**src/rtl/hsv2rgb_pkg.sv**
```systemverilog
// Constants, widths and helpers for the 12-bit HSV to RGB converter.
package hsv2rgb_pkg;

    localparam int unsigned CHAN_W    = 13;
    localparam int unsigned FRAC_BITS = 12;
    localparam int unsigned OUT_SHIFT = 24;
    localparam int unsigned POS_W     = 15;
    localparam int unsigned SV_W      = 2 * CHAN_W;
    localparam int unsigned ACC_W     = 37;

    localparam logic [CHAN_W-1:0] FULL_SCALE = CHAN_W'(4096);

    localparam logic [2:0] SECTOR_0 = 3'd0;
    localparam logic [2:0] SECTOR_1 = 3'd1;
    localparam logic [2:0] SECTOR_2 = 3'd2;
    localparam logic [2:0] SECTOR_3 = 3'd3;
    localparam logic [2:0] SECTOR_4 = 3'd4;
    localparam logic [2:0] SECTOR_5 = 3'd5;

    typedef logic [CHAN_W-1:0] chan_t;
    typedef logic [ACC_W-1:0]  acc_t;

    function automatic chan_t sat_full(input chan_t a);
        return (a > FULL_SCALE) ? FULL_SCALE : a;
    endfunction

endpackage

```
**src/rtl/hsv_to_rgb_12bit.sv**
```systemverilog
// Pipelined HSV to RGB converter on a 0..4096 scale.
// Throughput: one beat per cycle; a stall holds each valid stage in place,
// while an empty stage still takes the beat from the stage before it.
// Stage 1 forms sector, ramp and s*v; stage 2 the ramp product and offset;
// stage 3 the final add and channel select into the output register.
// Reset (aresetn low, synchronous) clears all stage valid bits.
module hsv_to_rgb_12bit
    import hsv2rgb_pkg::*;
(
    input  logic              aclk,
    input  logic              aresetn,
    input  logic              s_valid,
    output logic              s_ready,
    input  logic [CHAN_W-1:0] s_hue_in,
    input  logic [CHAN_W-1:0] s_sat_in,
    input  logic [CHAN_W-1:0] s_val_in,
    output logic              m_valid,
    input  logic              m_ready,
    output logic [CHAN_W-1:0] m_red_out,
    output logic [CHAN_W-1:0] m_green_out,
    output logic [CHAN_W-1:0] m_blue_out
);

    logic              v1_reg;
    logic [2:0]        sec1_reg;
    chan_t             ramp1_reg;
    logic [SV_W-1:0]   sv1_reg;
    chan_t             val1_reg;

    logic              v2_reg;
    logic [2:0]        sec2_reg;
    acc_t              x2_reg;
    acc_t              m2_reg;
    chan_t             val2_reg;

    logic              v3_reg;
    chan_t             red3_reg;
    chan_t             green3_reg;
    chan_t             blue3_reg;

    logic              rdy1;
    logic              rdy2;
    logic              rdy3;

    chan_t             hue_sat;
    chan_t             sat_sat;
    chan_t             val_sat;
    logic [POS_W-1:0]  pos;
    logic [2:0]        sec_next;
    chan_t             frac;
    chan_t             ramp_next;
    logic [SV_W-1:0]   sv_next;

    acc_t              x_next;
    acc_t              m_next;

    acc_t              xm_sum;
    chan_t             lvl_full;
    chan_t             lvl_m;
    chan_t             lvl_xm;
    chan_t             red_next;
    chan_t             green_next;
    chan_t             blue_next;

    assign rdy3    = !v3_reg || m_ready;
    assign rdy2    = !v2_reg || rdy3;
    assign rdy1    = !v1_reg || rdy2;
    assign s_ready = rdy1;

    always_comb begin
        hue_sat   = sat_full(s_hue_in);
        sat_sat   = sat_full(s_sat_in);
        val_sat   = sat_full(s_val_in);
        pos       = POS_W'(hue_sat) * POS_W'(6);
        sec_next  = pos[POS_W-1:FRAC_BITS];
        frac      = {1'b0, pos[FRAC_BITS-1:0]};
        ramp_next = sec_next[0] ? (FULL_SCALE - frac) : frac;
        sv_next   = SV_W'(sat_sat) * SV_W'(val_sat);
    end

    always_ff @(posedge aclk) begin
        if (!aresetn) begin
            v1_reg <= 1'b0;
        end else if (rdy1) begin
            v1_reg <= s_valid;
        end
        if (rdy1 && s_valid) begin
            sec1_reg  <= sec_next;
            ramp1_reg <= ramp_next;
            sv1_reg   <= sv_next;
            val1_reg  <= val_sat;
        end
    end

    always_comb begin
        x_next = ACC_W'(sv1_reg) * ACC_W'(ramp1_reg);
        m_next = (ACC_W'(val1_reg) << OUT_SHIFT) - (ACC_W'(sv1_reg) << FRAC_BITS);
    end

    always_ff @(posedge aclk) begin
        if (!aresetn) begin
            v2_reg <= 1'b0;
        end else if (rdy2) begin
            v2_reg <= v1_reg;
        end
        if (rdy2 && v1_reg) begin
            sec2_reg <= sec1_reg;
            x2_reg   <= x_next;
            m2_reg   <= m_next;
            val2_reg <= val1_reg;
        end
    end

    always_comb begin
        xm_sum   = x2_reg + m2_reg;
        lvl_full = val2_reg;
        lvl_m    = m2_reg[ACC_W-1:OUT_SHIFT];
        lvl_xm   = xm_sum[ACC_W-1:OUT_SHIFT];
        case (sec2_reg)
            SECTOR_0: begin
                red_next = lvl_full; green_next = lvl_xm;   blue_next = lvl_m;
            end
            SECTOR_1: begin
                red_next = lvl_xm;   green_next = lvl_full; blue_next = lvl_m;
            end
            SECTOR_2: begin
                red_next = lvl_m;    green_next = lvl_full; blue_next = lvl_xm;
            end
            SECTOR_3: begin
                red_next = lvl_m;    green_next = lvl_xm;   blue_next = lvl_full;
            end
            SECTOR_4: begin
                red_next = lvl_xm;   green_next = lvl_m;    blue_next = lvl_full;
            end
            default: begin
                red_next = lvl_full; green_next = lvl_m;    blue_next = lvl_xm;
            end
        endcase
    end

    always_ff @(posedge aclk) begin
        if (!aresetn) begin
            v3_reg <= 1'b0;
        end else if (rdy3) begin
            v3_reg <= v2_reg;
        end
        if (rdy3 && v2_reg) begin
            red3_reg   <= red_next;
            green3_reg <= green_next;
            blue3_reg  <= blue_next;
        end
    end

    assign m_valid     = v3_reg;
    assign m_red_out   = red3_reg;
    assign m_green_out = green3_reg;
    assign m_blue_out  = blue3_reg;

endmodule
```
**config.mk**
```make
export PLATFORM = sky130hd
export DESIGN_NAME = hsv_to_rgb_12bit
export DESIGN_NICKNAME = d
export VERILOG_FILES = /design/src/rtl/hsv2rgb_pkg.sv /design/src/rtl/hsv_to_rgb_12bit.sv
export SDC_FILE = /design/constraint.sdc
export NUM_CORES = 1
export LEC_CHECK = 0
export ABC_CLOCK_PERIOD_IN_PS = 8100
export BUFFER_PORTS_ARGS = -buffer_cell sky130_fd_sc_hd__buf_2
export CAP_MARGIN = 40
export CORE_MARGIN = 2
export CORE_UTILIZATION = 50
export CTS_BUF_LIST = sky130_fd_sc_hd__clkbuf_16
export CTS_CLUSTER_SIZE = 28
export DETAILED_ROUTE_END_ITERATION = 10
export MAX_ROUTING_LAYER = met4
export PLACE_DENSITY = 0.68
export SYNTH_ARGS = -nofsm -noshare
export SYNTH_HDL_FRONTEND = slang
export SYNTH_SLANG_ARGS = --single-unit
```
**constraint.sdc**
```tcl
create_clock -name aclk -period 8.1 [get_ports aclk]
set_input_delay 0 -clock aclk [delete_from_list [all_inputs] [get_ports aclk]]
set_output_delay 0 -clock aclk [all_outputs]
set_load 0.005 [all_outputs]
```
# After elaboration in Yosys (flattened, before gate mapping)
# Cells that the tools add are included.
# Widths: inputs -> output; s select.
# totals
output_inout_bits	41
inputBits	43
ff_bits	187
# op_classes
muxes	7
add_sub_neg	3
reduce_logical	16
eq_ne	4
n_lt_le_gt_ge	3
mul	3
# ops
cell	n
$pmux 13 s2	3
$gt 13x13->1 const B	3
$mux 13	3
$add 37x37->37	1
$mul 26x13->37	1
$sub 37x37->37	1
$mul 13x13->26	1
$mul 13x2->14 const B	1
$sub 13x12->13 const A	1
$mux 12	1
$reduce_or 2->1	6
$eq 3x2->1 const B	2
$eq 3x1->1 const B	1
$eq 3x3->1 const B	1
$logic_and 1x1->1	3
$logic_not 1->1	3
$logic_not 3->1	1
$logic_or 1x1->1	3

# Logic depth before layout (Yosys ltp)
# Gate-level depths: netlist of run 1.
# logic_depth
ltp_word	5
depth_mapped	23
depth_no_buf	22

# Worst setup path after synthesis of run 1
# OpenSTA, ideal clock, no wires.
# synth_timing
kind	register to register
start	reg v3_reg, in the netlist m_valid
end	reg val2_reg[0], in the netlist lvl_full[0], enable pin
n_path_buf	0
setup_time_ps	591
synth_period_minus_slack_ps	5891
path_stages_with_launch	3
path_slack_ps	2209
arrival_ps	5300
path_cell_list	dfxtp_1 -> nor2b_1 -> a21boi_0
# synth_between
elab_chain_len	4
# synth_lines
item	line	source
start, declared	hsv_to_rgb_12bit.sv:36	logic v3_reg;
start signal, assigned	hsv_to_rgb_12bit.sv:145	v3_reg <= v2_reg;
$logic_not 1->1	hsv_to_rgb_12bit.sv:65	assign rdy3 = !v3_reg || m_ready;
$logic_or 1x1->1	hsv_to_rgb_12bit.sv:65	
$logic_or 1x1->1	hsv_to_rgb_12bit.sv:66	assign rdy2 = !v2_reg || rdy3;
$logic_and 1x1->1	hsv_to_rgb_12bit.sv:106	if (rdy2 && v1_reg) begin
end signal, assigned	hsv_to_rgb_12bit.sv:110	val2_reg <= val1_reg;
end, declared	hsv_to_rgb_12bit.sv:34	chan_t val2_reg;
# Every way passes these cells.
# A chain may end at the register's enable or synchronous reset.

# Worst setup path after layout of run 1
# layout_timing
start	reg sv1_reg[2]
end	reg x2_reg[34], data pin
# layout_between
elab_chain_len	1
# layout_lines
item	line	source
start, declared	hsv_to_rgb_12bit.sv:27	logic [SV_W-1:0] sv1_reg;
start signal, assigned	hsv_to_rgb_12bit.sv:90	sv1_reg <= sv_next;
$mul 26x13->37	hsv_to_rgb_12bit.sv:96	x_next = ACC_W'(sv1_reg) * ACC_W'(ramp1_reg);
named net x_next[34]	hsv_to_rgb_12bit.sv:54	acc_t x_next;
end signal, assigned	hsv_to_rgb_12bit.sv:108	x2_reg <= x_next;
end, declared	hsv_to_rgb_12bit.sv:32	acc_t x2_reg;
# The timed path passes the listed nets, and every way through them passes these cells.

==> summary.txt, run 1 <==
GR Util All Layers - 25.6%
Root Buffer - clkbuf_16
Starting DRC count in detailed routing - 1168
Top-Level Pins - 84
HP Class - in -> reg
Sink Count - 162
Commonest non-fill, non-tap cell in the layout - inv_1
Final period utilization - 77.1%
ANT nets after route - 0
Gpl congestion - 0.942
Synth Cell Area - 23300 sq um
Ys async rst share - 0%
Remaining DRCs - 0
Input/output buffers - 83
DR WL/cell - 18.2 microns
Worst path required time - 8.32 ns
Share of layout cells above drive strength 1 - 6.86%
Skew-Pair Late Insertion Delay - 0.48 ns
Critical path arrival - 6.47 ns
DR pass1 iterations - 6
Initial Utilization - 50.3%
Final global-route overflow total - 0
Synth top area cells - fa_1, edfxtp_1, ha_1
Rel. slew slack - 38.8%
Ys flop type - edfxtp_1
Setup tns final - 0 ns
Vias - 17171
H-Tree Depth - 4
Synth Net Count - 3093
Crit path kind - reg -> reg
Max cap viols - 0
Register area share after synthesis - 20.8%
Top-area cell type share of the netlist area - 31.0%
Layout Nets - 3117
Global-route wire length before repair - 92.8 mm
Final hold violation count - 0
Area grow syn2layout - 7.17%
Die width - 220 microns
Core area - 46300 sq um
Fin Clk Skew - 0.0174 ns
Synth Area per Inst - 9.37 sq um
Synthesized instance count - 2484
CTS tree - built
Post-Layout Inst Area - 24900 sq um
Cell type with the largest total area after synthesis - fa_1
FP Rows - 79
Vert. Die Dim - 220 microns
HPWL Detailed - 44.8 mm
Drt total wl - 56.8 mm
Placed cell areas - 24300 sq um
Final setup viols - 0
Clock Pin Slew Worst Setup and Hold Paths - 0.07 ns
Outcome - finished clean
Die area - 48300 sq um
Pre-CTS setup slack - 1.75 ns
Num CTS Buffers - 17
Most frequent cells in the layout - inv_1, nand2_1, fa_1
Fmax - 0.160 GHz
Yosys cell types - 76
Crit end category - flip-flop
Largest net degree at the start of global routing - 67
Antenna cells - 0
Number of synthesized flops with an enable pin - 159
Initial antenna violation count - 0
Unrepaired setup endpoints after global routing - no
Period minus WS final - 6.25 ns
Vias in the first global route - 17877
Synth Register Bits - 162
CTS Buffer Depth - 2
Measured slew at the worst slew-check pin - 0.917 ns
DR vias/cell - 5.49
Critical Path Fanout Max - 16
CP Launch Type - flip-flop
Final worst slack - 1.85 ns
YS warnings - 0
Max reg flops - 26
Pins Over Slew Limit - 0
-- Yosys cell counts (all sizes together), types with 5 or more instances --
library cell / count
nor2: 130
xor2: 27
inv: 454
xnor2: 73
nand3b: 6
clkbuf: 101
a22oi: 12
o21a: 8
a21boi: 5
a22o: 5
edfxtp: 159
o21ai: 54
nand4: 8
or2: 6
a31oi: 11
nand3: 28
buf: 7
nor3: 21
or3: 6
o211ai: 12
a221oi: 5
a21o: 34
nor2b: 47
nand2b: 20
ha: 206
o22ai: 11
a21oi: 82
mux2i: 8
nand2: 403
and2: 98
and3: 8
fa: 360
a211oi: 5
mux2: 6
-- metrics by stage --
step                hold WS [ns]  cells  util (%)
floorplan                  0.118   2484         -
global placement           0.233   3083      52.3
detailed placement         0.253   3089      52.5
CTS                      0.00863   3128      53.9
global route              0.0394   3128      53.9
finish                    0.0325   3128      53.9
-- final cells by class --
| type | instances | area (sq um) |
|---|---|---|
| inverters | 458 | 1720 |
| multi-input cells | 1756 | 16300 |
| flip-flops and latches | 162 | 4830 |
| fillers | 4143 | 21300 |
| repair buffers | 113 | 702 |
| well taps | 607 | 759 |
| clock buffers | 17 | 425 |
| clock inverters | 15 | 158 |
-- path summary, 6_finish.rpt --
kind	from	to	slack, ns	cells past startpoint
max	sv1_reg[2]$_DFFE_PP_	x2_reg[34]$_DFFE_PP_	1.85	18
min	m_ready	v1_reg$_SDFFE_PN0N_	0.03	4
max reg2reg	sv1_reg[2]$_DFFE_PP_	x2_reg[34]$_DFFE_PP_	1.85	18
min reg2reg	val1_reg[11]$_DFFE_PP_	lvl_full[11]$_DFFE_PP_	0.47	0
-- logic make-up (layout without fill, tap and decap cells) --
kind of cell             after synthesis  after routing  share of synthesized area [%]
AO/OA/AOI/OAI                        279            279                           7.99
flip-flops                           162            162                           20.8
buffers and inverters                566            603                           9.15
AND/OR/NAND/NOR                      797            797                           15.7
XOR/XNOR                             100            100                           3.76
multiplexers                          14             14                          0.634
adder cells (fa/ha/maj)              566            566                           42.0
-- layer usage --
metal	vias up	part of all wire [%]	global-route usage [%]
li1	7869	-	-
met1	8673	43	33.6
met2	555	49	41.9
met3	74	5.9	2.82
met4	0	2.2	7.63
met5	-	0	-
-- what timing repair did --
item,CTS,global route
hold buffers,7,0
hold endpoints to repair,7,0
buffers inserted,0,0
resized for setup,0,0
-- critical path, cell delays in order, from the launching register on --
cell      delay [ns]
edfxtp_1        0.88
nand2_1         0.20
fa_1            0.55
fa_1            0.50
inv_1           0.05
fa_1            0.48
inv_1           0.05
fa_1            0.48
inv_1           0.05
fa_1            0.43
ha_1            0.34
a21o_1          0.19
a21oi_1         0.21
o221ai_1        0.26
o21a_1          0.29
a21bo_1         0.31
a311oi_1        0.43
o21bai_1        0.12
xor2_1          0.16
Power of run 1 is not shown: default switching activity piles up to over one toggle a cycle in this logic, so the estimate is an artifact.
==> run 2: changes to the inputs <==
- ABC_CLOCK_PERIOD_IN_PS: 8100 -> 5100
- PLACE_DENSITY: 0.68 -> 0.7
- clock period: 8.1 -> 5.1 ns (I/O delays scaled with it)
==> run 2 against run 1 <==
Net effect:
- critical endpoint is now x2_reg[30]$_DFFE_PP_
- largest cell class unchanged
- flip-flop and latch count did not move
- clock-buffer cell count unchanged
- highest routed layer unchanged
- the run now ends with negative hold slack, negative setup slack left
- global-route usage grew 0.44 points
==> summary.txt, run 2 (synthesis gave the netlist of run 1 again) <==
Outcome - finished, violations left (was finished clean)
Failing checks - negative hold slack, negative setup slack
Gpl congestion - 0.937 (was 0.942)
Critical path arrival - 5.58 ns (was 6.47 ns)
H-Tree Depth - 4 (unchanged)
FP Rows - 79 (unchanged)
Root Buffer - clkbuf_16 (unchanged)
Critical Path Fanout Max - 6 (was 16)
Final period utilization - 106% (was 77.1%)
Num CTS Buffers - 17 (unchanged)
Skew-Pair Late Insertion Delay - 0.45 ns (was 0.48 ns)
CP Cell Sequence - buf_4 > and2_1 > fa_2 > inv_2 > fa_2 > fa_2 > fa_1 > inv_1 > fa_2 > ha_2 > nand4_1 > o221ai_2 > o21a_1 > a21bo_4 > buf_4 > buf_6 > nand4_1 > nand2_1 > xor2_1 (was nand2_1 > fa_1 > fa_1 > inv_1 > fa_1 > inv_1 > fa_1 > inv_1 > fa_1 > ha_1 > a21o_1 > a21oi_1 > o221ai_1 > o21a_1 > a21bo_1 > a311oi_1 > o21bai_1 > xor2_1)
Crit-path max cell delay - 0.57 ns (was 0.88 ns)
HP Class - in -> reg (unchanged)
Final global-route overflow total - 0 (unchanged)
Sink Count - 162 (unchanged)
Layout Nets - 3383 (was 3117)
Global-route wire length before repair - 95.0 mm (was 92.8 mm)
Final hold violation count - 1 (was 0)
Placed cell areas - 26100 sq um (was 24300 sq um)
Remaining DRCs - 0 (unchanged)
Antenna cells - 0 (unchanged)
Input/output buffers - 83 (unchanged)
Rel. slew slack - 32.0% (was 38.8%)
CTS tree - built (unchanged)
Vias in the first global route - 18817 (was 17877)
Crit path kind - reg -> reg (unchanged)
DR WL/cell - 17.5 microns (was 18.2 microns)
Top-Level Pins - 84 (unchanged)
CTS Buffer Depth - 2 (unchanged)
Die width - 220 microns (unchanged)
Fillers - 3953 (was 4143)
Max reg flops - 26 (unchanged)
Vert. Die Dim - 220 microns (unchanged)
Post-Layout Inst Area - 27300 sq um (was 24900 sq um)
Fmax - 0.186 GHz (was 0.160 GHz)
Die area - 48300 sq um (unchanged)
Share of layout cells above drive strength 1 - 18.3% (was 6.86%)
Core area - 46300 sq um (unchanged)
Vias - 18008 (was 17171)
GR Util All Layers - 26.0% (was 25.6%)
Pre-CTS setup slack - -0.433 ns (was 1.75 ns)
Unrepaired setup endpoints after global routing - yes (was no)
Area grow syn2layout - 17.5% (was 7.17%)
Hold Worst Slack - -0.0159 ns (was 0.0325 ns)
Measured slew at the worst slew-check pin - 1.02 ns (was 0.917 ns)
Largest net degree at the start of global routing - 67 (unchanged)
Commonest non-fill, non-tap cell in the layout - inv_1 (unchanged)
Max cap viols - 0 (unchanged)
DR pass1 iterations - 8 (was 6)
Drt total wl - 59.3 mm (was 56.8 mm)
HPWL Detailed - 49.4 mm (was 44.8 mm)
Period minus WS final - 5.38 ns (was 6.25 ns)
Crit end category - flip-flop (unchanged)
CP max-delay cell - fa_2 (was edfxtp_1)
CP Launch Type - flip-flop (unchanged)
Clock Pin Slew Worst Setup and Hold Paths - 0.07 ns (about the same)
Final setup viols - 18 (was 0)
Initial Utilization - 50.3% (unchanged)
ANT nets after route - 0 (unchanged)
Most frequent cells in the layout - inv_1, nand2_1, fa_1 (unchanged)
Starting DRC count in detailed routing - 1130 (was 1168)
Final worst slack - -0.281 ns (was 1.85 ns)
DR vias/cell - 5.31 (was 5.49)
Initial antenna violation count - 0 (unchanged)
Worst path required time - 5.30 ns (was 8.32 ns)
Fin Clk Skew - 0.0116 ns (was 0.0174 ns)
Top cell by count, worst path - fa_2 (was fa_1)
Pins Over Slew Limit - 0 (unchanged)
-- run 2: cell count changes in the layout (fill, tap and decap cells not counted), moves of 6 or more --
cell,delta
fa_2,+10
o21ai_0,-7
and2_1,-9
fa_1,-10
inv_2,+8
a21oi_2,+6
a21oi_1,-8
ha_4,+8
ha_1,-10
buf_6,+18
buf_4,+248
and2_4,+9
inv_1,-6
-- run 2: timing repair --
action / CTS / global route
buffers inserted: 19 / 23
hold buffers: 4 / 0
gates resized for setup: 54 / 37
gates cloned: 1 / 1
hold endpoints to repair: 5 / 0
endpoints found under the setup margin: 17 / 23
pin swaps: 21 / 27
-- run 2: worst max-delay path: cells and delay by family (launching register included) --
kind / cells / cell delay (ns)
AOI/OAI and AO/OA: 3 / 0.65
xor gates and xnor gates: 1 / 0.14
adders and majority gates: 6 / 2.80
buffers and inverters: 5 / 0.53
DFF: 1 / 0.51
and+or+nand+nor: 4 / 0.51
-- run 2: final cells by class --
class	instances	area, sq um	area share [%]
Tap cell	607	759	2.78
Clock buffer	17	425	1.56
Clock inverter	14	135	0.494
Timing Repair Buffer	379	2770	10.1
Multi-Input combinational cell	1756	16700	61.0
Sequential cell	162	4830	17.7
Inverter	458	1720	6.31
-- run 2: worst paths after layout --
check | startpoint | end | slack, ns | cells after the start
worst max-delay path | sv1_reg[5]$_DFFE_PP_ | x2_reg[30]$_DFFE_PP_ | -0.28 | 19
worst min-delay path | s_hue_in[11] | sec1_reg[1]$_DFFE_PP_ | -0.02 | 3
worst max register to register | sv1_reg[5]$_DFFE_PP_ | x2_reg[30]$_DFFE_PP_ | -0.28 | 19
worst min register to register | val1_reg[9]$_DFFE_PP_ | lvl_full[9]$_DFFE_PP_ | 0.47 | 0
-- run 2: routing by layer --
layer | track usage (%) | vias to the layer above | share of wire, %
met5 | - | - | 0
met3 | 3.29 | 106 | 6.1
met2 | 42.5 | 622 | 48
li1 | - | 8409 | -
met4 | 8.43 | 0 | 2.9
met1 | 33.8 | 8871 | 43
-- run 2: through the flow --
step,TNS [ns],util [%],std cells
3_3_place_gp,-4.65,56.3,3314
4_1_cts,-2.85,58.4,3370
3_5_place_dp,-5.87,56.4,3316
6_report,-3.38,59.1,3393
2_1_floorplan,-0.234,-,2484
5_1_grt,-6.70,59.1,3393
Power of run 2 is left out for the same reason.
